## src/hdl/svg_pkg.sv

```systemverilog
`default_nettype none
// ----------------------------------------------------------------------------
// svg_pkg: shared types and constants of the safety supervisor velocity gate
// Holds field widths, operation and mode codes, register indexes and the
// entry type carried from the front end through the queue to the back end.
// ----------------------------------------------------------------------------
package svg_pkg;

   localparam int VEL_WIDTH   = 16;
   localparam int TICK_WIDTH  = 16;
   localparam int AXES        = 6;
   localparam int CFG_WIDTH   = 16;
   localparam int CSR_IDX_W   = 8;
   localparam int ACTION_W    = 3;
   localparam int SEVERITY_W  = 2;
   localparam int MODE_W      = 2;
   localparam int OP_W        = 3;
   localparam int QUEUE_DEPTH = 2;
   localparam int QUEUE_AW    = $clog2(QUEUE_DEPTH);

   // Input tdata: severity, from_estop, healthy, six axes, padded to bytes.
   localparam int REQ_BITS    = SEVERITY_W + 2 + AXES * VEL_WIDTH;
   localparam int REQ_DATA_W  = ((REQ_BITS + 7) / 8) * 8;
   localparam int REQ_VEL_LSB = SEVERITY_W + 2;
   // Output tdata: mode, stop_latched, six axes, padded to bytes.
   localparam int RSP_BITS    = MODE_W + 1 + AXES * VEL_WIDTH;
   localparam int RSP_DATA_W  = ((RSP_BITS + 7) / 8) * 8;
   localparam int RSP_VEL_LSB = MODE_W + 1;

   localparam logic [ACTION_W-1:0] ACT_ANOMALY  = 3'd0;
   localparam logic [ACTION_W-1:0] ACT_RECOVERY = 3'd1;
   localparam logic [ACTION_W-1:0] ACT_HEALTH   = 3'd2;
   localparam logic [ACTION_W-1:0] ACT_COMMAND  = 3'd3;
   localparam logic [ACTION_W-1:0] ACT_TICK     = 3'd4;
   localparam logic [ACTION_W-1:0] ACT_EMIT     = 3'd5;

   localparam logic [SEVERITY_W-1:0] SEV_WARNING  = 2'd1;
   localparam logic [SEVERITY_W-1:0] SEV_CRITICAL = 2'd2;

   localparam logic [OP_W-1:0] OP_NONE     = 3'd0;
   localparam logic [OP_W-1:0] OP_WARNING  = 3'd1;
   localparam logic [OP_W-1:0] OP_CRITICAL = 3'd2;
   localparam logic [OP_W-1:0] OP_RECOVER  = 3'd3;
   localparam logic [OP_W-1:0] OP_HEALTH   = 3'd4;
   localparam logic [OP_W-1:0] OP_COMMAND  = 3'd5;
   localparam logic [OP_W-1:0] OP_TICK     = 3'd6;
   localparam logic [OP_W-1:0] OP_EMIT     = 3'd7;

   localparam logic [MODE_W-1:0] MODE_NORMAL          = 2'd0;
   localparam logic [MODE_W-1:0] MODE_DEGRADED        = 2'd1;
   localparam logic [MODE_W-1:0] MODE_SAFE_STOP       = 2'd2;
   localparam logic [MODE_W-1:0] MODE_MANUAL_RECOVERY = 2'd3;

   localparam logic [CSR_IDX_W-1:0] CSR_TIMEOUT = 8'd0;
   localparam logic [CSR_IDX_W-1:0] CSR_SCALE   = 8'd1;

   localparam logic [CFG_WIDTH-1:0] TIMEOUT_RESET = 16'd2000;
   localparam logic [CFG_WIDTH-1:0] SCALE_RESET   = 16'd16384;

   typedef logic [AXES-1:0][VEL_WIDTH-1:0] svg_vel_type;

   typedef struct packed {
      logic [OP_W-1:0] op;
      logic            from_estop;
      logic            healthy;
      svg_vel_type     vel;
   } svg_entry_type;

   typedef struct packed {
      logic                 valid;
      logic [CSR_IDX_W-1:0] index;
      logic [CFG_WIDTH-1:0] data;
   } svg_csr_type;

endpackage
`default_nettype wire

```

## src/hdl/svg_front.sv

```systemverilog
`default_nettype none
// ----------------------------------------------------------------------------
// svg_front: input stage of the safety supervisor velocity gate
// Accepts request beats, decodes action and severity into one operation code
// and holds the entry until the queue takes it.
// ----------------------------------------------------------------------------
module svg_front
   import svg_pkg::*;
(
   input  wire logic                  clock,
   input  wire logic                  reset,
   input  wire logic                  req_tvalid,
   output logic                       req_tready,
   // Fields from bit 0 up: severity, from_estop, healthy, lin_x_in, lin_y_in,
   // lin_z_in, ang_x_in, ang_y_in, ang_z_in, zero padding.
   input  wire logic [REQ_DATA_W-1:0] req_tdata,
   // Fields from bit 0 up: action.
   input  wire logic [ACTION_W-1:0]   req_tuser,
   output logic                       push_valid,
   input  wire logic                  push_ready,
   output svg_entry_type              push_entry
);

   logic          valid_ff;
   logic          valid_in;
   svg_entry_type entry_ff;
   svg_entry_type entry_in;
   logic          accept;

   assign req_tready = !valid_ff || push_ready;
   assign accept     = req_tvalid && req_tready;
   assign push_valid = valid_ff;
   assign push_entry = entry_ff;

   always_comb begin
      entry_in.from_estop = req_tdata[SEVERITY_W];
      entry_in.healthy    = req_tdata[SEVERITY_W+1];
      entry_in.vel        = req_tdata[REQ_VEL_LSB +: AXES*VEL_WIDTH];
      unique case (req_tuser)
         ACT_ANOMALY: begin
            if (req_tdata[SEVERITY_W-1:0] == SEV_CRITICAL) begin
               entry_in.op = OP_CRITICAL;
            end else if (req_tdata[SEVERITY_W-1:0] == SEV_WARNING) begin
               entry_in.op = OP_WARNING;
            end else begin
               entry_in.op = OP_NONE;
            end
         end
         ACT_RECOVERY: entry_in.op = OP_RECOVER;
         ACT_HEALTH:   entry_in.op = OP_HEALTH;
         ACT_COMMAND:  entry_in.op = OP_COMMAND;
         ACT_TICK:     entry_in.op = OP_TICK;
         ACT_EMIT:     entry_in.op = OP_EMIT;
         default:      entry_in.op = OP_NONE;
      endcase
   end

   always_comb begin
      valid_in = valid_ff;
      if (accept) begin
         valid_in = 1'b1;
      end else if (push_ready) begin
         valid_in = 1'b0;
      end
   end

   always_ff @(posedge clock) begin
      if (reset) begin
         valid_ff <= 1'b0;
      end else begin
         valid_ff <= valid_in;
      end
   end

   always_ff @(posedge clock) begin
      if (accept) begin
         entry_ff <= entry_in;
      end
   end

endmodule
`default_nettype wire

```

## config.mk

```make
export PLATFORM = sky130hd
export DESIGN_NAME = svg_front
export DESIGN_NICKNAME = d
export VERILOG_FILES = /design/src/hdl/svg_pkg.sv /design/src/hdl/svg_front.sv
export SDC_FILE = /design/constraint.sdc
export NUM_CORES = 1
export LEC_CHECK = 0
export BUFFER_PORTS_ARGS = -buffer_cell sky130_fd_sc_hd__buf_2
export CAP_MARGIN = 15
export CORE_ASPECT_RATIO = 1.25
export CORE_MARGIN = 5
export CORE_UTILIZATION = 40
export CTS_BUF_LIST = sky130_fd_sc_hd__clkbuf_8
export CTS_CLUSTER_DIAMETER = 200
export DETAILED_ROUTE_END_ITERATION = 16
export GPL_TIMING_DRIVEN = 0
export HOLD_SLACK_MARGIN = 0.15
export PLACE_DENSITY = 0.77
export SLEW_MARGIN = 15
export SYNTH_ARGS = -nofsm -noshare
export SYNTH_HDL_FRONTEND = slang
export SYNTH_SLANG_ARGS = --single-unit
```

## constraint.sdc

```tcl
create_clock -name clock -period 9.73 [get_ports clock]
set_input_delay 2.919 -clock clock [delete_from_list [all_inputs] [get_ports clock]]
set_output_delay 2.919 -clock clock [all_outputs]
set_load 0.01 [all_outputs]
```

# ---- Word-level counts from Yosys, hierarchy flattened
# Index checks and enable logic that the tools add are counted.
# W data, S select, Z words.
dict set report word_totals {
  reg_bits 102
  elab_cells 27
}
dict set report classes {
  n_eq_ne 7
  n_mux 5
  n_reduce_logical 5
}
# operator count
set op_table {}
lappend op_table {{$pmux W3 S6} 1}
lappend op_table {{$eq A3 B2 Y1 const B} 2}
lappend op_table {{$eq A3 B3 Y1 const B} 2}
lappend op_table {{$eq A3 B1 Y1 const B} 1}
lappend op_table {{$logic_not A3 Y1} 1}
lappend op_table {{$mux W1} 3}
lappend op_table {{$eq A2 B1 Y1 const B} 1}
lappend op_table {{$eq A2 B2 Y1 const B} 1}
lappend op_table {{$mux W2} 1}
lappend op_table {{$reduce_bool A2 Y1} 1}
lappend op_table {{$logic_and A1 B1 Y1} 1}
lappend op_table {{$logic_not A1 Y1} 1}
lappend op_table {{$logic_or A1 B1 Y1} 1}

# ---- Logic depth before layout (Yosys ltp)
# Gate-level depths: netlist of the first run.
dict set report depth {
  depth_word 4
  depth_mapped 4
}

# ---- Worst setup path before layout of the first run
# No wires, ideal clock.
dict set report synth_path {
  kind {input -> output}
  from {in push_ready}
  to {out req_tready}
  t_arrival_ps 3053
  slack_ps 3758
  cell_stages 1
  path_buffers 0
  path_cell_list {nand2b_4}
}
dict set report synth_between {
  elab_chain_len 1
}
# element line_no
set synth_lines {}
lappend synth_lines {{start, declared} svg_front.sv:20} ;# input wire logic push_ready,
lappend synth_lines {{$logic_or A1 B1 Y1} svg_front.sv:30} ;# assign req_tready = !valid_ff || push_ready;
lappend synth_lines {{end, declared} svg_front.sv:13} ;# output logic req_tready,
# Every way passes these cells.

# ---- Worst setup path in the final report of the first run
# Same ends and word-level chain as after synthesis.

==> results of run 1 <==
[kinds of logic after synthesis]
kind of cell / Yosys count / synth area share
buffers and inverters: 5 / 0.00594
adders and majority gates: 2 / 0.00791
and+or+nand+nor: 5 / 0.0115
AOI/OAI and AO/OA: 5 / 0.00910
DFF: 102 / 0.966
[final timing paths]
kind	from	end	slack, ns	depth (start not counted)
worst max-delay path	push_ready	req_tready	3.52	3
worst min-delay path	push_valid	push_valid	0.55	2
worst max register to register	push_valid	push_entry[39]	8.06	3
worst min register to register	push_valid	push_valid	0.55	2
[cells in the mapped netlist]
library cell,n
a31oi_1,1
nor2_2,1
a21oi_1,2
o21ai_1,1
nor2b_1,1
ha_1,2
dfxtp_1,1
a21boi_0,1
and2_1,1
nor2_1,1
inv_1,5
nand2b_4,1
edfxtp_1,101
[critical path, stage by stage]
cell      delay [ns]
buf_2           0.10
nand2b_4        0.14
buf_2           0.14
[state kept, by name (all words and copies together) (netlist names)]
register	cells
push_entry	101
push_valid	1
[cell type report]
class                      count  area [sq um]  area share
sequential                   102          3050       0.674
timing repair buffer         210          1070       0.237
clock buffer                   9           124      0.0273
tap                           95           119      0.0262
multi-input combinational     12          92.6      0.0204
clock inverter                 7          50.0      0.0110
inverter                       5          18.8     0.00414
[layer usage]
layer / up-vias / track usage
met5: - / 0
met2: 129 / 0.258
met3: 16 / 0.116
li1: 907 / -
met1: 885 / 0.142
met4: 4 / 0.0713
[where the power goes]
part	leakage [nW]	switching (mW)	internal [mW]
registers	0.986	0.00573	0.513
logic	0.901	0.0417	0.0339
clock network	0.0874	0.140	0.0938
==> qor.txt, run 1 <==
Run status = finished clean
I/O Pins = 214
Antenna violations before repair = 2
CTS Hold Bufs = 0
Die height = 109 um
Most common cell after layout, fill and taps aside = buf_2
Dpl cell area = 4360 sq um
Met1 WL = 2130 um
# fillers = 617
Mean Syn Cell Area = 26.6 sq um
DRC = 0
Hold Fails Final Rpt = 0
Placed Cells = 424
Highest Signal Layer = met5
Die W = 89.5 um
Final hold slack = 0.546 ns
Worst setup EP type = output pin
Fin area = 4530 sq um
Setup_tns = 0 ns
Synth top area share = 0.959
CTS sink cnt = 102
LEAKAGE = 1.97 nW
Worst Skew = 0.00884 ns
Drt via density = 4.41
Max cap viols = 0
Startpoint Class = input pin
Net Count, Synth = 232
Total CTS buffers = 9
Drt first pass iters = 4
Routed wl met2 = 4050 um
DP Worst Slack = 3.51 ns
Largest net degree at the start of global routing = 57
Unrepaired setup endpoints after global routing = false
Die area = 9790 sq um
Yosys warning total = 0
Slew of the pin with the lowest slew margin = 0.614 ns
Cell variety after synth = 13
Worst vdd rail ir drop = 0.000124 V
Grt ovf = 0
DR WL met3 = 1320 um
Gate Count Post-Synth = 119
Via count = 1,941
IO Port Bufs = 209
CTS-repair resized insts = 0
F_max = 161 MHz
Post-Syn Area = 3160 sq um
Slew Limit Headroom = 0.591
Final WL = 7670 um
Synth area leaders = edfxtp_1, ha_1, dfxtp_1, inv_1, nand2b_4
First-pass GRT wire length = 10,700 um
Tot GR Track Use = 0.157
Area leader, netlist = edfxtp_1
Worst Slack Setup Final = 3.52 ns
Post-synthesis sequential area ratio = 0.966
Crit Path Category = in -> out
Post-layout util = 0.585
Rows = 36
Yosys reg bits = 102
CP Data Arrival Time = 3.29 ns
Final period utilization = 0.639
Fin. max-slew vios = 0
Max FO, Critical Path = 3
Worst-path clk slew = 0.10 ns
CP required = 6.81 ns
GPL Wtd Cong = 0.808
Deepest clock path buffer count = 2
Starting density of the core = 0.408
Root Driver = clkbuf_8
Antenna Nets Post-Route = 0
Fraction of layout cells with a size suffix above 1 = 0.661
CTS tree = done
Layout Nets = 453
Postcts setup bufs = 0
Core area = 7750 sq um
Drt wl/cell = 17.4 um
Vias in the first global route = 2,157
Min-delay worst type = reg -> reg
Setup violations, final = 0
PD cells = 183 nW/um^2
Ant diodes = 0
DP HPWL = 6190 um
Commonest cells after routing, fill and taps aside = buf_2, edfxtp_1, clkbuf_8
Area grow syn2layout = 43.3%
Min cycle time layout = 6.21 ns
Design Power = 0.828 mW
CTS HTree Levels = 3
Worst-Skew Late Latency = 0.36 ns
Final Instance Count excl. Fillers = 440
Initial DRC Count = 79
No activity file was read; power rests on OpenSTA's default activity.
==> run 2: changes to the inputs <==
- ABC_AREA: not set -> 1
- clock period: 9.73 -> 6.2 ns (I/O delays scaled with it)
==> run 2 against run 1 <==
  * Die area about the same
  * Sequential power up 57%
  * Global-route usage down 0.36 points
  * Via count increased by 1.8%
  * Clock skew down 0.0039 ns
  * Count of clock-buffer cells in the layout unchanged
  * Largest power group unchanged
  * Routed wire length fell by 1.7%
  * Highest routed layer unchanged
  * Register-to-register slack lost 3.3 ns
  * Hold slack got worse by 0.0034 ns
  * Final area is 1.0% higher
  * First-iteration DRC count down 5.1%
  * Synthesized cell count rose by 4.2%
==> qor.txt, run 2 <==
Run status = finished clean
Hold worst-path end = push_valid
Post-Synth Adder-Cell Area = 0.00792
Yosys warning total = 0
Most used cell along the critical path = buf_2
Die W = 89.5 um
Switching power share of the total = 0.209
Sw Pwr = 0.264 mW
Fin area = 4580 sq um
Largest net degree at the start of global routing = 28
F_max = 242 MHz
Hold Path Depth = 2
Layout Nets = 461
Comb power frac = 0.101
LEAKAGE = 2.01 nW
Buf+Inv Stages, Crit Path = 3
Max cap viols = 0
Unrepaired setup endpoints after global routing = false
Most common cell in the synthesized netlist = edfxtp_1
CTS-repair resized insts = 0
Primary FF master, synth = edfxtp_1
Max reg flops = 101
Reg power frac = 0.646
I/O Pins = 214
GRT met2 Usage = 0.261
Slew Limit Headroom = 0.794
DP HPWL = 6090 um
Reg2Reg Depth = 3
Post-synthesis mux area share = 0
CP required = 4.34 ns
Initial DRC Count = 75
Cell variety after synth = 8
Root Driver = clkbuf_8
Multi-input gate area = 92.6 sq um
Setup_tns = 0 ns
R2r endpoint = push_entry[26]
Commonest cells after routing, fill and taps aside = buf_2, edfxtp_1, inv_1, clkbuf_8, nand2_1
Dpl cell area = 4450 sq um
Min-delay worst type = reg -> reg
Die area = 9790 sq um
Area leader, netlist = edfxtp_1
Startpoint Class = input pin
Largest family of logic cells by synthesized area = simple AND/OR/NAND/NOR gates
Grt ovf = 0
Internal power = 0.997 mW
Post-Syn Area = 3160 sq um
Number of enable flip-flop cells after synthesis = 101
Drt wl/cell = 17.0 um
Synth top area share = 0.960
Drt via density = 4.46
CTS sink cnt = 102
Worst Slack Setup Final = 2.07 ns
Asr flop ratio synth = 0
Rows = 36
CTS HTree Levels = 3
Die height = 109 um
Max incr delay on CP = 0.14 ns
Area grow syn2layout = 44.9%
IO Port Bufs = 209
CTS Hold Bufs = 0
Worst path slowest cell = buf_2
Gr busiest metal = met2
Fin. max-slew vios = 0
Sequential Area = 3050 sq um
Net Count, Synth = 237
Reg2Reg Setup Slack = 4.80 ns
Postcts setup bufs = 0
Gate Count Post-Synth = 124
Min cycle time layout = 4.13 ns
Crit Path Category = in -> out
Worst-Skew Late Latency = 0.35 ns
# fillers = 638
Antenna violations before repair = 3
Total CTS buffers = 9
Crit path depth = 4
Worst Min Path Start = push_valid
PD cells = 275 nW/um^2
Antenna Nets Post-Route = 0
Core area = 7750 sq um
Starting density of the core = 0.408
Worst vdd rail ir drop = 0.000180 V
GPL Wtd Cong = 0.768
Final WL = 7540 um
Most common cell after layout, fill and taps aside = buf_2
Post-Synth Simple-Gate Area = 0.0115
Drt first pass iters = 4
Worst-path clk slew = 0.08 ns
Worst setup EP type = output pin
Post-synth top cells = edfxtp_1, inv_1, nand2_1, a21oi_1, ha_1
Post-synthesis sequential area ratio = 0.966
Cells along the critical path = buf_2 > inv_1 > nand2_1 > buf_2
DRC = 0
Clock network power share = 0.253
Max FO, Critical Path = 2
Grt met1 use = 0.152
Yosys reg bits = 102
CP Data Arrival Time = 2.27 ns
CP delay by family, top = buffers and inverters
Via count = 1,975
Mean Syn Cell Area = 25.5 sq um
CTS tree = done
First-pass GRT wire length = 10,400 um
M3 GR Usage = 0.0667
Post-layout util = 0.591
Slew of the pin with the lowest slew margin = 0.309 ns
Vias in the first global route = 2,073
Deepest clock path buffer count = 2
Final period utilization = 0.666
Fraction of layout cells with a size suffix above 1 = 0.644
Hold Fails Final Rpt = 0
Synth area leaders = edfxtp_1, inv_1, nand2_1, ha_1, a21oi_1
Worst Skew = 0.00498 ns
Setup violations, final = 0
Synth Area in XOR/XNOR = 0
Tot GR Track Use = 0.153
Ant diodes = 0
DP Worst Slack = 2.07 ns
R2r startpoint = push_valid
Compound-gate portion of the synthesized area = 0.00633
run 2: through the flow:
step	hold slack, ns	power [mW]	cells
after floorplan	0.590	0.874	124
after global placement	0.483	0.947	428
after detailed placement	0.533	0.961	432
after CTS	0.547	1.28	443
after global routing	0.586	1.32	443
final	0.542	1.26	443
run 2: how the worst max path moves through the flow:
| stage | start | end | slack, ns |
|---|---|---|---|
| floorplan | push_ready | push_entry[0] | 0.90 |
| detailed placement | push_ready | req_tready | 2.07 |
| CTS | push_ready | req_tready | 2.07 |
| finish | push_ready | req_tready | 2.07 |
| global route | push_ready | req_tready | 2.04 |
| global placement | push_ready | push_entry[48] | 0.003 |
run 2: cell families (layout without fill, tap and decap cells):
kind of cell	count (synthesis)	after routing
compound gates	4	4
fa+ha+maj	2	2
simple gates	9	9
buf+inv	7	231
flops	102	102
run 2: power by group through the flow:
stage               clock network, mW  registers [mW]  logic [mW]
global placement                    0           0.834       0.113
detailed placement                  0           0.831       0.130
global route                    0.360           0.819       0.138
floorplan                           0           0.858      0.0160
CTS                             0.335           0.816       0.130
finish                          0.319           0.815       0.127
run 2: cell type report:
class / count / share of cell area
repair buffers: 213 / 0.253
clock inverters: 2 / 0.00164
well taps: 95 / 0.0260
inverters: 7 / 0.00574
flip-flops and latches: 102 / 0.667
clock buffers: 9 / 0.0271
multi-input cells: 15 / 0.0202
run 2: worst register-to-register path, delay by kind of cell (launching register included):
family | cells | cell delay, ns
buffers and inverters | 2 | 0.43
AOI/OAI and AO/OA | 1 | 0.31
DFF | 1 | 0.35
run 2: per-layer routing:
layer | vias up | wire (um)
met5 | - | 27
met2 | 113 | 4100
met1 | 915 | 2280
met4 | 6 | 192
met3 | 19 | 940
li1 | 922 | -
