<file path="src/hdl/svg_pkg.sv">
`default_nettype none
// ----------------------------------------------------------------------------
// svg_pkg: shared types and constants of the safety supervisor velocity gate
// Holds field widths, operation and mode codes, register indexes and the
// entry type carried from the front end through the queue to the back end.
// ----------------------------------------------------------------------------
package svg_pkg;

   localparam int VEL_WIDTH   = 16;
   localparam int TICK_WIDTH  = 16;
   localparam int AXES        = 6;
   localparam int CFG_WIDTH   = 16;
   localparam int CSR_IDX_W   = 8;
   localparam int ACTION_W    = 3;
   localparam int SEVERITY_W  = 2;
   localparam int MODE_W      = 2;
   localparam int OP_W        = 3;
   localparam int QUEUE_DEPTH = 2;
   localparam int QUEUE_AW    = $clog2(QUEUE_DEPTH);

   // Input tdata: severity, from_estop, healthy, six axes, padded to bytes.
   localparam int REQ_BITS    = SEVERITY_W + 2 + AXES * VEL_WIDTH;
   localparam int REQ_DATA_W  = ((REQ_BITS + 7) / 8) * 8;
   localparam int REQ_VEL_LSB = SEVERITY_W + 2;
   // Output tdata: mode, stop_latched, six axes, padded to bytes.
   localparam int RSP_BITS    = MODE_W + 1 + AXES * VEL_WIDTH;
   localparam int RSP_DATA_W  = ((RSP_BITS + 7) / 8) * 8;
   localparam int RSP_VEL_LSB = MODE_W + 1;

   localparam logic [ACTION_W-1:0] ACT_ANOMALY  = 3'd0;
   localparam logic [ACTION_W-1:0] ACT_RECOVERY = 3'd1;
   localparam logic [ACTION_W-1:0] ACT_HEALTH   = 3'd2;
   localparam logic [ACTION_W-1:0] ACT_COMMAND  = 3'd3;
   localparam logic [ACTION_W-1:0] ACT_TICK     = 3'd4;
   localparam logic [ACTION_W-1:0] ACT_EMIT     = 3'd5;

   localparam logic [SEVERITY_W-1:0] SEV_WARNING  = 2'd1;
   localparam logic [SEVERITY_W-1:0] SEV_CRITICAL = 2'd2;

   localparam logic [OP_W-1:0] OP_NONE     = 3'd0;
   localparam logic [OP_W-1:0] OP_WARNING  = 3'd1;
   localparam logic [OP_W-1:0] OP_CRITICAL = 3'd2;
   localparam logic [OP_W-1:0] OP_RECOVER  = 3'd3;
   localparam logic [OP_W-1:0] OP_HEALTH   = 3'd4;
   localparam logic [OP_W-1:0] OP_COMMAND  = 3'd5;
   localparam logic [OP_W-1:0] OP_TICK     = 3'd6;
   localparam logic [OP_W-1:0] OP_EMIT     = 3'd7;

   localparam logic [MODE_W-1:0] MODE_NORMAL          = 2'd0;
   localparam logic [MODE_W-1:0] MODE_DEGRADED        = 2'd1;
   localparam logic [MODE_W-1:0] MODE_SAFE_STOP       = 2'd2;
   localparam logic [MODE_W-1:0] MODE_MANUAL_RECOVERY = 2'd3;

   localparam logic [CSR_IDX_W-1:0] CSR_TIMEOUT = 8'd0;
   localparam logic [CSR_IDX_W-1:0] CSR_SCALE   = 8'd1;

   localparam logic [CFG_WIDTH-1:0] TIMEOUT_RESET = 16'd2000;
   localparam logic [CFG_WIDTH-1:0] SCALE_RESET   = 16'd16384;

   typedef logic [AXES-1:0][VEL_WIDTH-1:0] svg_vel_type;

   typedef struct packed {
      logic [OP_W-1:0] op;
      logic            from_estop;
      logic            healthy;
      svg_vel_type     vel;
   } svg_entry_type;

   typedef struct packed {
      logic                 valid;
      logic [CSR_IDX_W-1:0] index;
      logic [CFG_WIDTH-1:0] data;
   } svg_csr_type;

endpackage
`default_nettype wire

</file>
<file path="src/hdl/svg_queue.sv">
`default_nettype none
// ----------------------------------------------------------------------------
// svg_queue: short queue between front end and back end
// A small first-in first-out buffer of decoded entries so that each side can
// stall on its own.
// ----------------------------------------------------------------------------
module svg_queue
   import svg_pkg::*;
(
   input  wire logic           clock,
   input  wire logic           reset,
   input  wire logic           push_valid,
   output logic                push_ready,
   input  wire svg_entry_type  push_entry,
   output logic                pop_valid,
   input  wire logic           pop_ready,
   output svg_entry_type       pop_entry
);

   svg_entry_type               slot_ff [QUEUE_DEPTH];
   logic [QUEUE_AW-1:0]         wr_ptr_ff;
   logic [QUEUE_AW-1:0]         wr_ptr_in;
   logic [QUEUE_AW-1:0]         rd_ptr_ff;
   logic [QUEUE_AW-1:0]         rd_ptr_in;
   logic [QUEUE_AW:0]           count_ff;
   logic [QUEUE_AW:0]           count_in;
   logic                        push;
   logic                        pop;

   assign push_ready = count_ff != (QUEUE_AW+1)'(QUEUE_DEPTH);
   assign pop_valid  = count_ff != '0;
   assign push       = push_valid && push_ready;
   assign pop        = pop_valid && pop_ready;
   assign pop_entry  = slot_ff[rd_ptr_ff];

   always_comb begin
      wr_ptr_in = wr_ptr_ff;
      rd_ptr_in = rd_ptr_ff;
      count_in  = count_ff;
      if (push) begin
         wr_ptr_in = (wr_ptr_ff == QUEUE_AW'(QUEUE_DEPTH-1)) ? '0 : wr_ptr_ff + 1'b1;
      end
      if (pop) begin
         rd_ptr_in = (rd_ptr_ff == QUEUE_AW'(QUEUE_DEPTH-1)) ? '0 : rd_ptr_ff + 1'b1;
      end
      if (push && !pop) begin
         count_in = count_ff + 1'b1;
      end else if (pop && !push) begin
         count_in = count_ff - 1'b1;
      end
   end

   always_ff @(posedge clock) begin
      if (reset) begin
         wr_ptr_ff <= '0;
         rd_ptr_ff <= '0;
         count_ff  <= '0;
      end else begin
         wr_ptr_ff <= wr_ptr_in;
         rd_ptr_ff <= rd_ptr_in;
         count_ff  <= count_in;
      end
   end

   always_ff @(posedge clock) begin
      if (push) begin
         slot_ff[wr_ptr_ff] <= push_entry;
      end
   end

endmodule
`default_nettype wire

</file>
<file path="config.mk">
export PLATFORM = sky130hd
export DESIGN_NAME = svg_queue
export DESIGN_NICKNAME = d
export VERILOG_FILES = /design/src/hdl/svg_pkg.sv /design/src/hdl/svg_queue.sv
export SDC_FILE = /design/constraint.sdc
export NUM_CORES = 1
export LEC_CHECK = 0
export ABC_AREA = 0
export BUFFER_PORTS_ARGS = -buffer_cell sky130_fd_sc_hd__buf_2
export CORE_MARGIN = 2
export CORE_UTILIZATION = 56
export CTS_CLUSTER_SIZE = 25
export DETAILED_ROUTE_END_ITERATION = 8
export HOLD_SLACK_MARGIN = 0.06
export PLACE_DENSITY = 0.95
export REMOVE_ABC_BUFFERS = 1
export SLEW_MARGIN = 40
export SYNTH_ARGS = -nofsm -noshare
export SYNTH_HDL_FRONTEND = slang
export SYNTH_SLANG_ARGS = --single-unit
</file>
<file path="constraint.sdc">
create_clock -name clock -period 5.4 [get_ports clock]
set_clock_uncertainty 0.1 [all_clocks]
set_input_delay 0.54 -clock clock [delete_from_list [all_inputs] [get_ports clock]]
set_output_delay 0.54 -clock clock [all_outputs]
set_load 0.1 [all_outputs]
</file>
Word-level counts from Yosys, hierarchy flattened:

Memory sizes are Yosys's and may differ from the RTL's. A register that Yosys moved wholly into a read port is not among the register bits.
Index checks and enable logic that the tools add are counted.

* register bits: 4
* bits in writable memories: 202
* input port bits: 105
* output and inout port bits: 103
* word-level logic and storage cells: 25
* memories kept: 1

Memory list
* slot_ff: depth 2, width 101, read ports 1, clocked after Yosys merged registers in 1, write ports 1, RTL line svg_queue.sv:20 `svg_entry_type slot_ff [QUEUE_DEPTH];`

* add/sub/neg operators: 4
* eq/ne operators: 1
* mux-type cells: 8
* reductions and logical operators: 8

Operators by type and width (number)
* 1-bit two-way mux: 6
* 1-bit logical AND: 4
* 2-bit two-way mux: 2
* 2-bit nonzero test: 2
* 1-bit adder, second input constant: 2
* 2-bit by 1-bit adder with 2-bit output, second input constant: 1
* 1-bit logical NOT: 2
* 2-bit inequality test, second input constant: 1
* 2-bit by 1-bit subtractor with 2-bit output, second input constant: 1

Logic depth before layout (Yosys ltp):

Gate-level depths: netlist of the first run.

* word-level depth: 6
* depth in mapped cells: 6
* depth with buffers taken out: 6

Worst setup path after synthesis of the first run:

OpenSTA, ideal clock, no wires.

* path type: register -> register
* from: reg count_ff[0]
* to: mem slot_ff[1][0] (netlist bit), enable pin
* setup time: 0.472 ns
* arrival: 3.755 ns
* data required time: 4.828 ns
* path slack: 1.073 ns
* cell stages (with the launch flop): 3
* path buffers: 0
* clock period less this slack: 4.327 ns
* cell sequence: dfxtp_1 > nand2b_1 > and3_1

* cells in the longest elaborated chain, start to end: 4

Ends and longest elaborated chain
* start, declared: RTL line svg_queue.sv:25 `logic [QUEUE_AW:0] count_ff;`
* start signal, assigned: RTL line svg_queue.sv:61 `count_ff <= count_in;`
* 2-bit inequality test: RTL line svg_queue.sv:30 `assign push_ready = count_ff != (QUEUE_AW+1)'(QUEUE_DEPTH);`
* via push_ready: RTL line svg_queue.sv:13 `output logic push_ready,`
* 1-bit logical AND: RTL line svg_queue.sv:32 `assign push = push_valid && push_ready;`
* 1-bit two-way mux: RTL line svg_queue.sv:66 `if (push) begin`
* 1-bit two-way mux (implied by the code): RTL line svg_queue.sv:67 `slot_ff[wr_ptr_ff] <= push_entry;`
* end, declared: RTL line svg_queue.sv:20

The timed path passes the listed nets, and every way through them passes these cells.

==> results.sh, run 1 <==
export IMPL_grt_pass1_wl_um=20900
export IMPL_crit_chain="buf_4 > mux2_2 > buf_2"
export IMPL_grt_usage_pct=18.7
export IMPL_die_h_um=120
export IMPL_tightest_slew_ns=0.715
export IMPL_cts_tree="done"
export IMPL_post_cts_buffers=0
export IMPL_drtPass1Iterations=4
export IMPL_max_slew_margin_pct=52.3
export IMPL_htree_levels=1
export IMPL_cp_endpoint="pop_entry[32]"
export IMPL_grt_pass1_vias=4244
export IMPL_critPathBufInv=2
export IMPL_numClockSinks=207
export IMPL_vias=3873
export IMPL_yosysWarnings=0
export IMPL_max_freq_mhz=299
export IMPL_r2r_end="slot_ff[1][32]$_DFFE_PP_"
export IMPL_synth_top_area_cell="edfxtp_1"
export IMPL_cts_made_buffers=20
export IMPL_synth_avg_cell_area_um2=22.3
export IMPL_path_max_fanout=54
export IMPL_wire_per_inst_um=18.5
export IMPL_ys_top_cells_by_area="edfxtp_1 (80%), mux2_2 (15%), buf_6 (1.3%)"
export IMPL_r2r_slack_ns=2.86
export IMPL_area_growth_pct=23.6
export IMPL_num_rows=42
export IMPL_dr_wl_met3_um=1070
export IMPL_synthCells=338
export IMPL_antenna_left=0
export IMPL_fin_crit_ns=3.34
export IMPL_startpoint_type="register"
export IMPL_worst_path_largest_cell_delay_ns=0.80
export IMPL_synth_distinct_cells=19
export IMPL_ys_seq_elements=207
export IMPL_cts_root_buf="clkbuf_16"
export IMPL_dr_wl_met2_um=7360
export IMPL_netlist_top_cells_count="edfxtp_1 (202), mux2_2 (101), buf_6 (9)"
export IMPL_dr_max_layer_used="met4"
export IMPL_final_util_pct=70.6
export IMPL_maxCapViolCount=0
export IMPL_ys_flop_type="edfxtp_1"
export IMPL_vias_per_cell=5.18
export IMPL_antenna_found_initial=1
export IMPL_final_layout_size_suffix_gt1_share_pct=59.5
export IMPL_cts_hold_buf=0
export IMPL_synth_most_common_cell="edfxtp_1"
export IMPL_post_dp_hpwl_um=9050
export IMPL_syn_area_um2=7540
export IMPL_hold_viol=0
export IMPL_ios=208
export IMPL_async_reset_ff_share_pct=0
export IMPL_clk_pin_slew_ns=0.06
export IMPL_dieArea_um2=14400
export IMPL_setup_tns_ns=0
export IMPL_clockBufferDepth=3
export IMPL_fin_nets=665
export IMPL_seq_area_frac_synth_pct=81.8
export IMPL_setup_violations=0
export IMPL_status="completed"
export IMPL_place_congestion=0.715
export IMPL_route_detailed_drc=0
export IMPL_r2r_start="count_ff[0]$_SDFFE_PP0P_"
export IMPL_overflow=0
export IMPL_cp_num_cells=3
export IMPL_clk_latency_ns=0.47
export IMPL_rsz0062_at_grt="false"
export IMPL_ff2ff_path_depth=3
export IMPL_finalWirelength_um=13800
export IMPL_n_fill_cell=830
export IMPL_worstSetupEndpointType="output port"
export IMPL_path_delay_family="buffers and inverters"
export IMPL_die_w_um=120
export IMPL_drt_met1_wl_um=5130
export IMPL_grt_max_degree=55
export IMPL_cts_resized_gates=0
export IMPL_portBuffers=207
export IMPL_critPathArrivalTime_ns=2.70
export IMPL_drv_slew=0
export IMPL_cp_slowest_cell="dfxtp_4"
export IMPL_placed_cells=713
export IMPL_initial_utilization_pct=57.2
export IMPL_synth_top_area_share_pct=80.5
export IMPL_cp_required_ns=4.76
export IMPL_worstSetupPathType="reg2out"
export IMPL_synth_edf_count=202
export IMPL_drtIter0Drc=266
export IMPL_core_area_um2=13200
export IMPL_stdcell_count=747
export IMPL_min_period_over_period_pct=61.9
export IMPL_hp_class="in2reg"
-- per-layer routing --
layer  track usage (%)  vias to the layer above
met2              34.4                      157
met1              21.2                     1911
met3              5.23                       26
met5                 0                        -
li1                  -                     1779
met4              5.66                        0
-- state kept, by name (all words and copies together), names as in the netlist, named ones only --
signal,flops
wr_ptr_ff,1
rd_ptr_ff,1
slot_ff,202
count_ff,2
-- worst min-delay path by stage --
stage                                     to                     start  cells after the start
global placement      rd_ptr_ff$_SDFFE_PP0P_    rd_ptr_ff$_SDFFE_PP0P_                      2
global route        slot_ff[1][70]$_DFFE_PP_            push_entry[70]                      1
detailed placement                  register    rd_ptr_ff$_SDFFE_PP0P_                      2
CTS                  slot_ff[1][3]$_DFFE_PP_             push_entry[3]                      1
finish               slot_ff[1][3]$_DFFE_PP_             push_entry[3]                      1
floorplan           count_ff[1]$_SDFFE_PP0P_  count_ff[1]$_SDFFE_PP0P_                      2
-- through the flow --
stage | hold WS [ns] | cell area [µm²] | setup slack, ns
6_report | 0.153 | 9320 | 2.06
5_1_grt | 0.132 | 9320 | 1.92
4_1_cts | 0.135 | 9310 | 1.99
3_5_place_dp | 0.392 | 8720 | 2.53
3_3_place_gp | 0.386 | 8720 | 2.57
2_1_floorplan | 0.371 | 7430 | 1.07
-- layout make-up --
type	count	area, µm²	share of cell area (%)
timing repair buffer	210	1060	11.4
sequential	207	6170	66.2
clock inverter	7	53.8	0.577
multi-input combinational	119	1260	13.5
antenna	1	2.50	0.0269
inverter	1	6.26	0.0672
clock buffer	26	544	5.84
tap	176	220	2.36
-- cells by family (layout without fill, tap and decap cells) --
group                      Yosys count  count (layout)  share of synthesized area, %
AOI/OAI and AO/OA                    5               5                         0.398
other                                0               1                             0
DFF                                207             207                          81.8
adders and majority gates            1               1                         0.166
muxes                              101             101                          15.1
and+or+nand+nor                      9               9                         0.664
xor gates and xnor gates             3               3                         0.349
buffers and inverters               12             244                          1.56
-- cell usage in the layout, fill, tap and decap left out --
| master | synthesis | routed |
|---|---|---|
| clkinv_1 | 0 | 5 |
| and3_4 | 0 | 1 |
| and2_1 | 1 | 1 |
| mux2_2 | 101 | 101 |
| ha_1 | 1 | 1 |
| diode_2 | 0 | 1 |
| or2_2 | 1 | 1 |
| a21oi_1 | 2 | 2 |
| or3_1 | 1 | 1 |
| clkbuf_16 | 0 | 21 |
| buf_2 | 1 | 207 |
| buf_4 | 1 | 3 |
| o21ai_0 | 2 | 2 |
| clkbuf_1 | 0 | 5 |
| nand3b_1 | 1 | 1 |
| dfxtp_4 | 0 | 1 |
| edfxtp_1 | 202 | 202 |
| a21bo_2 | 1 | 1 |
| inv_4 | 0 | 1 |
| bufinv_16 | 0 | 1 |
| dfxtp_1 | 5 | 4 |
| nor2_1 | 3 | 3 |
| nand2b_1 | 1 | 1 |
| clkinv_2 | 0 | 1 |
| xor2_1 | 3 | 3 |
Power of run 1 is not shown: default switching activity piles up to over one toggle a cycle in this logic, so the estimate is an artifact.
==> run 2: changes to the inputs <==
--- a/config.mk
+++ b/config.mk
@@ -8,11 +8,11 @@
 export ABC_AREA = 0
 export BUFFER_PORTS_ARGS = -buffer_cell sky130_fd_sc_hd__buf_2
 export CORE_MARGIN = 2
-export CORE_UTILIZATION = 56
+export CORE_UTILIZATION = 47
 export CTS_CLUSTER_SIZE = 25
 export DETAILED_ROUTE_END_ITERATION = 8
 export HOLD_SLACK_MARGIN = 0.06
-export PLACE_DENSITY = 0.95
+export PLACE_DENSITY = 0.87
 export REMOVE_ABC_BUFFERS = 1
 export SLEW_MARGIN = 40
 export SYNTH_ARGS = -nofsm -noshare
==> constraint.sdc (replaced) <==
create_clock -name clock -period 2.7 [get_ports clock]
set_clock_uncertainty 0.1 [all_clocks]
set_input_delay 0.27 -clock clock [delete_from_list [all_inputs] [get_ports clock]]
set_output_delay 0.27 -clock clock [all_outputs]
set_load 0.1 [all_outputs]
==> run 2 against run 1 <==
Global-route usage fell by 0.92 points. Via count rose by 13%. Core utilization fell by 3.6 points. Worst setup slack got worse by 1.8 ns. Die area rose by 18%. Sequential cell count did not move. Sequential share of layout area fell by 7.8 points. Register-to-register slack got worse by 2.1 ns. Critical path depth did not move. Worst hold slack got worse by 0.0082 ns. First-iteration DRC count fell by 23%. Count of clock-buffer cells in the layout fell by 5.
==> results.sh, run 2 (synthesis results as in run 1) <==
export IMPL_route_detailed_drc=0
export IMPL_max_freq_mhz=415
export IMPL_wire_per_inst_um=17.7
export IMPL_vias_per_cell=4.87
export IMPL_path_max_fanout=101
export IMPL_clockBufferDepth=3
export IMPL_die_h_um=131
export IMPL_setup_tns_ns=0
export IMPL_crit_chain="buf_12 > mux2_2 > buf_2"
export IMPL_dr_max_layer_used="met4"
export IMPL_num_rows=46
export IMPL_maxCapViolCount=0
export IMPL_rsz0062_at_grt="false"
export IMPL_cts_root_buf="clkbuf_16"
export IMPL_overflow=0
export IMPL_vias=4367
export IMPL_drv_slew=0
export IMPL_drtIter0Drc=204
export IMPL_drt_met1_wl_um=5830
export IMPL_placed_cells=755
export IMPL_setup_violations=0
export IMPL_largest_reg_flops=202
export IMPL_place_congestion=0.688
export IMPL_portBuffers=207
export IMPL_grt_usage_pct=17.8
export IMPL_cts_resized_gates=0
export IMPL_power_density_nw_per_um2=1190
export IMPL_worstSetupPathType="reg2out"
export IMPL_stdcell_count=896
export IMPL_dr_wl_met2_um=8510
export IMPL_area_growth_pct=40.2
export IMPL_critPathBufInv=2
export IMPL_power_frac_clock_pct=23.3
export IMPL_drtPass1Iterations=4
export IMPL_p_seq_share_pct=32.7
export IMPL_hold_path_startpoint="pop_ready"
export IMPL_startpoint_type="register"
export IMPL_htree_levels=1
export IMPL_p_switching_w=0.00574
export IMPL_r2r_slack_ns=0.74
export IMPL_mostFrequentLayoutCell="buf_2"
export IMPL_max_vdd_ir_drop_v=0.000985
export IMPL_leakage_nw=3.99
export IMPL_tightest_slew_ns=0.651
export IMPL_clk_latency_ns=0.49
export IMPL_r2r_end="slot_ff[0][72]$_DFFE_PP_"
export IMPL_cts_made_buffers=21
export IMPL_initial_utilization_pct=47.8
export IMPL_fin_crit_ns=2.41
export IMPL_antennaDiodeCount=0
export IMPL_dr_wl_met3_um=1080
export IMPL_numClockSinks=207
export IMPL_min_path_cells=4
export IMPL_dp_slack_ns=0.725
export IMPL_p_sw_share_pct=45.5
export IMPL_ff2ff_path_depth=4
export IMPL_grt_pass1_wl_um=23400
export IMPL_worstSetupEndpointType="output port"
export IMPL_dieArea_um2=17100
export IMPL_cp_required_ns=2.33
export IMPL_clk_pin_slew_ns=0.06
export IMPL_hp_class="in2reg"
export IMPL_p_int_w=0.00688
export IMPL_critPathArrivalTime_ns=2.04
export IMPL_min_period_over_period_pct=89.2
export IMPL_post_cts_buffers=0
export IMPL_cp_slowest_cell="buf_12"
export IMPL_fin_nets=771
export IMPL_post_dp_hpwl_um=8990
export IMPL_final_util_pct=67.0
export IMPL_combPwrFrac_pct=44.0
export IMPL_ios=208
export IMPL_antenna_found_initial=0
export IMPL_path_delay_family="buffers and inverters"
export IMPL_final_layout_size_suffix_gt1_share_pct=51.3
export IMPL_top_regs="slot_ff (202), count_ff (2)"
export IMPL_largest_register="slot_ff"
export IMPL_r2r_start="count_ff[0]$_SDFFE_PP0P_"
export IMPL_status="completed"
export IMPL_grt_max_degree=102
export IMPL_die_w_um=131
export IMPL_max_slew_margin_pct=56.6
export IMPL_worst_path_largest_cell_delay_ns=0.41
export IMPL_finalWirelength_um=15900
export IMPL_worst_slack_ns=0.293
export IMPL_cts_tree="done"
export IMPL_hold_viol=0
export IMPL_core_area_um2=15800
export IMPL_grt_pass1_vias=4780
export IMPL_antenna_left=0
export IMPL_most_common_layout_cells="buf_2 (207), edfxtp_1 (202), dlygate4sd3_1 (103), mux2_2 (101), clkbuf_16 (21)"
## run 2: cell count changes in the layout (fill, tap and decap cells not counted)
cell	change
dlygate4sd3_1	+103
clkbuf_1	-5
buf_12	+4
clkinv_2	+4
bufinv_16	+3
buf_4	-2
clkinv_1	+2
diode_2	-1
inv_6	+1
## run 2: power by group through the flow
stage	combinational, W	clock, W	sequential, W
2_1_floorplan	0.00452	0	0.00432
3_3_place_gp	0.00538	0	0.00416
3_5_place_dp	0.00543	0	0.00419
4_1_cts	0.00557	0.00300	0.00412
5_1_grt	0.00571	0.00314	0.00416
6_report	0.00555	0.00294	0.00412
## run 2: routing by layer
layer	up-vias	global-route usage [%]
li1	2002	-
met1	2136	18.9
met2	179	33.4
met3	50	4.76
met4	0	7.38
met5	-	0
## run 2: layout make-up
class	instances	area, µm²
inverter	1	6.26
fill	1029	5200
clock buffer	21	526
clock inverter	17	180
sequential	207	6170
multi-input combinational	119	1260
tap	216	270
timing repair buffer	315	2150
## run 2: how the worst max path moves through the flow
stage | endpoint | startpoint | cells after the start | slack [ns]
floorplan | slot_ff[1][0]$_DFFE_PP_ | count_ff[0]$_SDFFE_PP0P_ | 2 | -1.63
global placement | pop_entry[57] | register | 3 | 0.82
detailed placement | slot_ff[0][46]$_DFFE_PP_ | count_ff[0]$_SDFFE_PP0P_ | 4 | 0.73
CTS | pop_entry[57] | register | 3 | 0.28
global route | pop_entry[74] | register | 3 | 0.22
finish | pop_entry[74] | register | 3 | 0.29
## run 2: worst register-to-register path, delay by kind of cell, from the launching register on
family | cells | cell delay, ns
buf+inv | 2 | 0.63
flops | 1 | 0.40
simple gates | 2 | 0.41
## run 2: what timing repair did
| action | in CTS | in global routing |
|---|---|---|
| hold buffers | 103 | 0 |
| endpoints found under the hold margin | 207 | 0 |
| setup endpoints to repair | 0 | 0 |
## run 2: per-stage QoR
| stage | power (W) | hold slack (ns) | instance area, µm² |
|---|---|---|---|
| global route | 0.0130 | 0.147 | 10600 |
| global placement | 0.00953 | 0.357 | 8830 |
| finish | 0.0126 | 0.145 | 10600 |
| CTS | 0.0127 | 0.118 | 10600 |
| floorplan | 0.00884 | 0.239 | 7430 |
| detailed placement | 0.00962 | 0.361 | 8830 |
No activity file was read; power rests on OpenSTA's default activity.
==> run 3: changes to the inputs <==
--- a/config.mk
+++ b/config.mk
@@ -5,15 +5,16 @@
 export SDC_FILE = /design/constraint.sdc
 export NUM_CORES = 1
 export LEC_CHECK = 0
-export ABC_AREA = 0
+export ABC_AREA = 1
 export BUFFER_PORTS_ARGS = -buffer_cell sky130_fd_sc_hd__buf_2
 export CORE_MARGIN = 2
-export CORE_UTILIZATION = 47
+export CORE_UTILIZATION = 53
 export CTS_CLUSTER_SIZE = 25
 export DETAILED_ROUTE_END_ITERATION = 8
 export HOLD_SLACK_MARGIN = 0.06
-export PLACE_DENSITY = 0.87
+export PLACE_DENSITY = 0.91
 export REMOVE_ABC_BUFFERS = 1
+export SETUP_SLACK_MARGIN = 0.4
 export SLEW_MARGIN = 40
 export SYNTH_ARGS = -nofsm -noshare
 export SYNTH_HDL_FRONTEND = slang
==> constraint.sdc (replaced) <==
create_clock -name clock -period 2.4 [get_ports clock]
set_clock_uncertainty 0.1 [all_clocks]
set_input_delay 0.24 -clock clock [delete_from_list [all_inputs] [get_ports clock]]
set_output_delay 0.24 -clock clock [all_outputs]
set_load 0.1 [all_outputs]
==> run 3 against run 2 <==
Count of clock-buffer cells in the layout is 7 higher. Non-clock buffer count is 21 higher. Core utilization rose by 19 points. Final area up 20%. Sequential cell count unchanged. Die area down 6.0%. Via count grew 8.2%. Clock power rose by 18%. Synthesized cell count is 3.8% higher. Sequential share of layout area shrank 9.6 points. Register-to-register slack got worse by 0.21 ns. Critical path type unchanged. Critical endpoint is now pop_entry[5].
==> results.sh, run 3 <==
export IMPL_mostFrequentLayoutCell="edfxtp_1"
export IMPL_cts_made_buffers=21
export IMPL_htree_levels=1
export IMPL_numClockSinks=207
export IMPL_most_common_layout_cells="edfxtp_1 (202), buf_2 (106), dlygate4sd3_1 (104), mux2_4 (96), buf_12 (82)"
export IMPL_yosysWarnings=0
export IMPL_synth_most_common_cell="edfxtp_1"
export IMPL_max_freq_mhz=464
export IMPL_grt_max_degree=52
export IMPL_hp_class="in2reg"
export IMPL_seq_area_frac_synth_pct=77.3
export IMPL_ys_flop_type="edfxtp_1"
export IMPL_hold_viol=0
export IMPL_r2r_start="count_ff[0]$_SDFFE_PP0P_"
export IMPL_use_met3_pct=5.06
export IMPL_die_w_um=127
export IMPL_synthCells=351
export IMPL_cts_tree="done"
export IMPL_dieArea_um2=16000
export IMPL_drv_slew=0
export IMPL_core_area_um2=14600
export IMPL_worstSetupPathType="reg2out"
export IMPL_ys_top_cells_by_area="edfxtp_1 (76%), mux2_4 (17%), buf_12 (2.3%)"
export IMPL_path_delay_family="buffers and inverters"
export IMPL_synth_top_area_cell="edfxtp_1"
export IMPL_rsz0062_at_grt="true"
export IMPL_cp_required_ns=2.06
export IMPL_die_h_um=127
export IMPL_busiest_layer="met2"
export IMPL_clk_latency_ns=0.48
export IMPL_finalWirelength_um=21300
export IMPL_p_sw_share_pct=40.6
export IMPL_final_util_pct=86.4
export IMPL_critPathBufInv=4
export IMPL_setup_violations=0
export IMPL_grt_util_met2_pct=45.5
export IMPL_grt_usage_pct=23.5
export IMPL_synth_avg_cell_area_um2=22.7
export IMPL_clockBufferDepth=3
export IMPL_leakage_nw=5.03
export IMPL_worstSetupEndpointType="output port"
export IMPL_hold_path_startpoint="push_valid"
export IMPL_synth_edf_count=202
export IMPL_vias_per_cell=5.27
export IMPL_p_int_w=0.00980
export IMPL_netlist_top_cells_count="edfxtp_1 (202), mux2_4 (90), mux2_2 (11)"
export IMPL_p_seq_share_pct=28.9
export IMPL_cts_root_buf="clkbuf_16"
export IMPL_ios=208
export IMPL_grt_pass1_vias=5220
export IMPL_startpoint_type="register"
export IMPL_post_dp_hpwl_um=9850
export IMPL_num_rows=44
export IMPL_drtIter0Drc=269
export IMPL_p_switching_w=0.00670
export IMPL_antenna_left=0
export IMPL_place_congestion=0.744
export IMPL_synth_distinct_cells=15
export IMPL_path_max_fanout=8
export IMPL_top_regs="slot_ff (202), count_ff (2)"
export IMPL_met1_usage_pct=26.1
export IMPL_clk_pin_slew_ns=0.07
export IMPL_regArea_um2=6170
export IMPL_multi_input_area_um2=1620
export IMPL_syn_area_um2=7980
export IMPL_max_vdd_ir_drop_v=0.00107
export IMPL_maxCapViolCount=0
export IMPL_largest_reg_flops=202
export IMPL_placed_cells=742
export IMPL_portBuffers=207
export IMPL_area_growth_pct=58.6
export IMPL_n_fill_cell=574
export IMPL_route_detailed_drc=0
export IMPL_vias=4723
export IMPL_crit_chain="buf_12 > buf_16 > buf_12 > mux2_4 > buf_12"
export IMPL_worst_path_largest_cell_delay_ns=0.37
export IMPL_cp_slowest_cell="dfxtp_4"
export IMPL_stdcell_count=897
export IMPL_drtPass1Iterations=6
export IMPL_max_slew_margin_pct=67.8
export IMPL_antennaDiodeCount=0
export IMPL_min_period_over_period_pct=89.8
export IMPL_power_density_nw_per_um2=1300
export IMPL_initial_utilization_pct=54.5
export IMPL_power_frac_clock_pct=21.1
export IMPL_antenna_found_initial=0
export IMPL_synth_top_area_share_pct=76.0
export IMPL_fin_nets=805
export IMPL_combPwrFrac_pct=50.0
export IMPL_async_reset_ff_share_pct=0
export IMPL_fin_crit_ns=2.16
export IMPL_grt_pass1_wl_um=28400
export IMPL_wire_per_inst_um=23.8
export IMPL_critPathArrivalTime_ns=1.82
export IMPL_tightest_slew_ns=0.487
export IMPL_overflow=0
export IMPL_largest_register="slot_ff"
export IMPL_status="completed"
export IMPL_final_layout_size_suffix_gt1_share_pct=51.2
export IMPL_critPathMostFrequentCell="buf_12"
export IMPL_ys_seq_elements=207
-- run 3: changes by cell type in the layout (fill, tap and decap cells not counted), sizes merged, moves of 4 or more --
cell    delta
inv        +6
clkinv     -8
nor2       +4
buf       +15
clkbuf    +10
nand2      +9
-- run 3: layer usage --
layer  share of wire (%)  vias to the layer above  wire (µm)
met3                 6.1                       44       1310
met4                 2.6                        0        561
met5                   0                        -          0
li1                    -                     2070          -
met2                  56                      234      11800
met1                  36                     2375       7610
-- run 3: path summary, 6_finish.rpt --
kind | slack (ns) | to | cells past startpoint
worst max-delay path | 0.24 | pop_entry[5] | 5
worst min-delay path | 0.27 | wr_ptr_ff$_SDFFE_PP0P_ | 5
worst max register to register | 0.53 | count_ff[1]$_SDFFE_PP0P_ | 10
worst min register to register | 0.47 | wr_ptr_ff$_SDFFE_PP0P_ | 2
-- run 3: timing repair --
| action | CTS | global route |
|---|---|---|
| gates cloned | 4 | 3 |
| setup buffers | 5 | 2 |
| gates resized for setup | 101 | 87 |
| pin swaps | 0 | 0 |
| hold buffers | 104 | 0 |
| endpoints found under the hold margin | 207 | 0 |
| setup endpoints to repair | 91 | 101 |
-- run 3: worst register-to-register path, stage by stage (launching register included) --
cell,delay (ns)
dfxtp_1,0.33
inv_1,0.14
nand2_1,0.09
nand2_1,0.25
inv_1,0.13
ha_1,0.36
inv_1,0.10
nand3_1,0.10
nand2_1,0.09
inv_1,0.05
nor2_1,0.09
-- run 3: kinds of logic after synthesis --
kind of cell	Yosys count	synth area share, %
flip-flops	207	77.3
multiplexers	101	18.5
buffers and inverters	19	2.84
AND/OR/NAND/NOR	19	0.957
AO/OA/AOI/OAI	4	0.251
adder cells (fa/ha/maj)	1	0.157
-- run 3: final cells by class --
type	count	share of cell area (%)
multi-input cells	125	12.8
well taps	184	1.82
flip-flops and latches	207	48.8
clock inverters	9	1.32
repair buffers	336	30.5
inverters	8	0.237
clock buffers	28	4.52
-- run 3: stage by stage --
step                      hold slack [ns]  instance area [µm²]  total power [W]  setup TNS (ns)  setup WS, ns
after global placement              0.327                 9950           0.0116               0         0.590
final                               0.267                12600           0.0165               0         0.244
after detailed placement            0.331                 9950           0.0117               0         0.555
after floorplan                     0.239                 7780           0.0101        -1010.67         -3.79
after global routing                0.326                12600           0.0169               0         0.208
after CTS                           0.183                12200           0.0159               0         0.259
-- run 3: power by group through the flow --
stage                     clock, W  combinational (W)  sequential, W
after floorplan                  0            0.00513        0.00501
after global placement           0            0.00681        0.00477
after detailed placement         0            0.00688        0.00481
after CTS                  0.00349            0.00767        0.00472
after global routing       0.00367            0.00843        0.00479
final                      0.00348            0.00825        0.00476
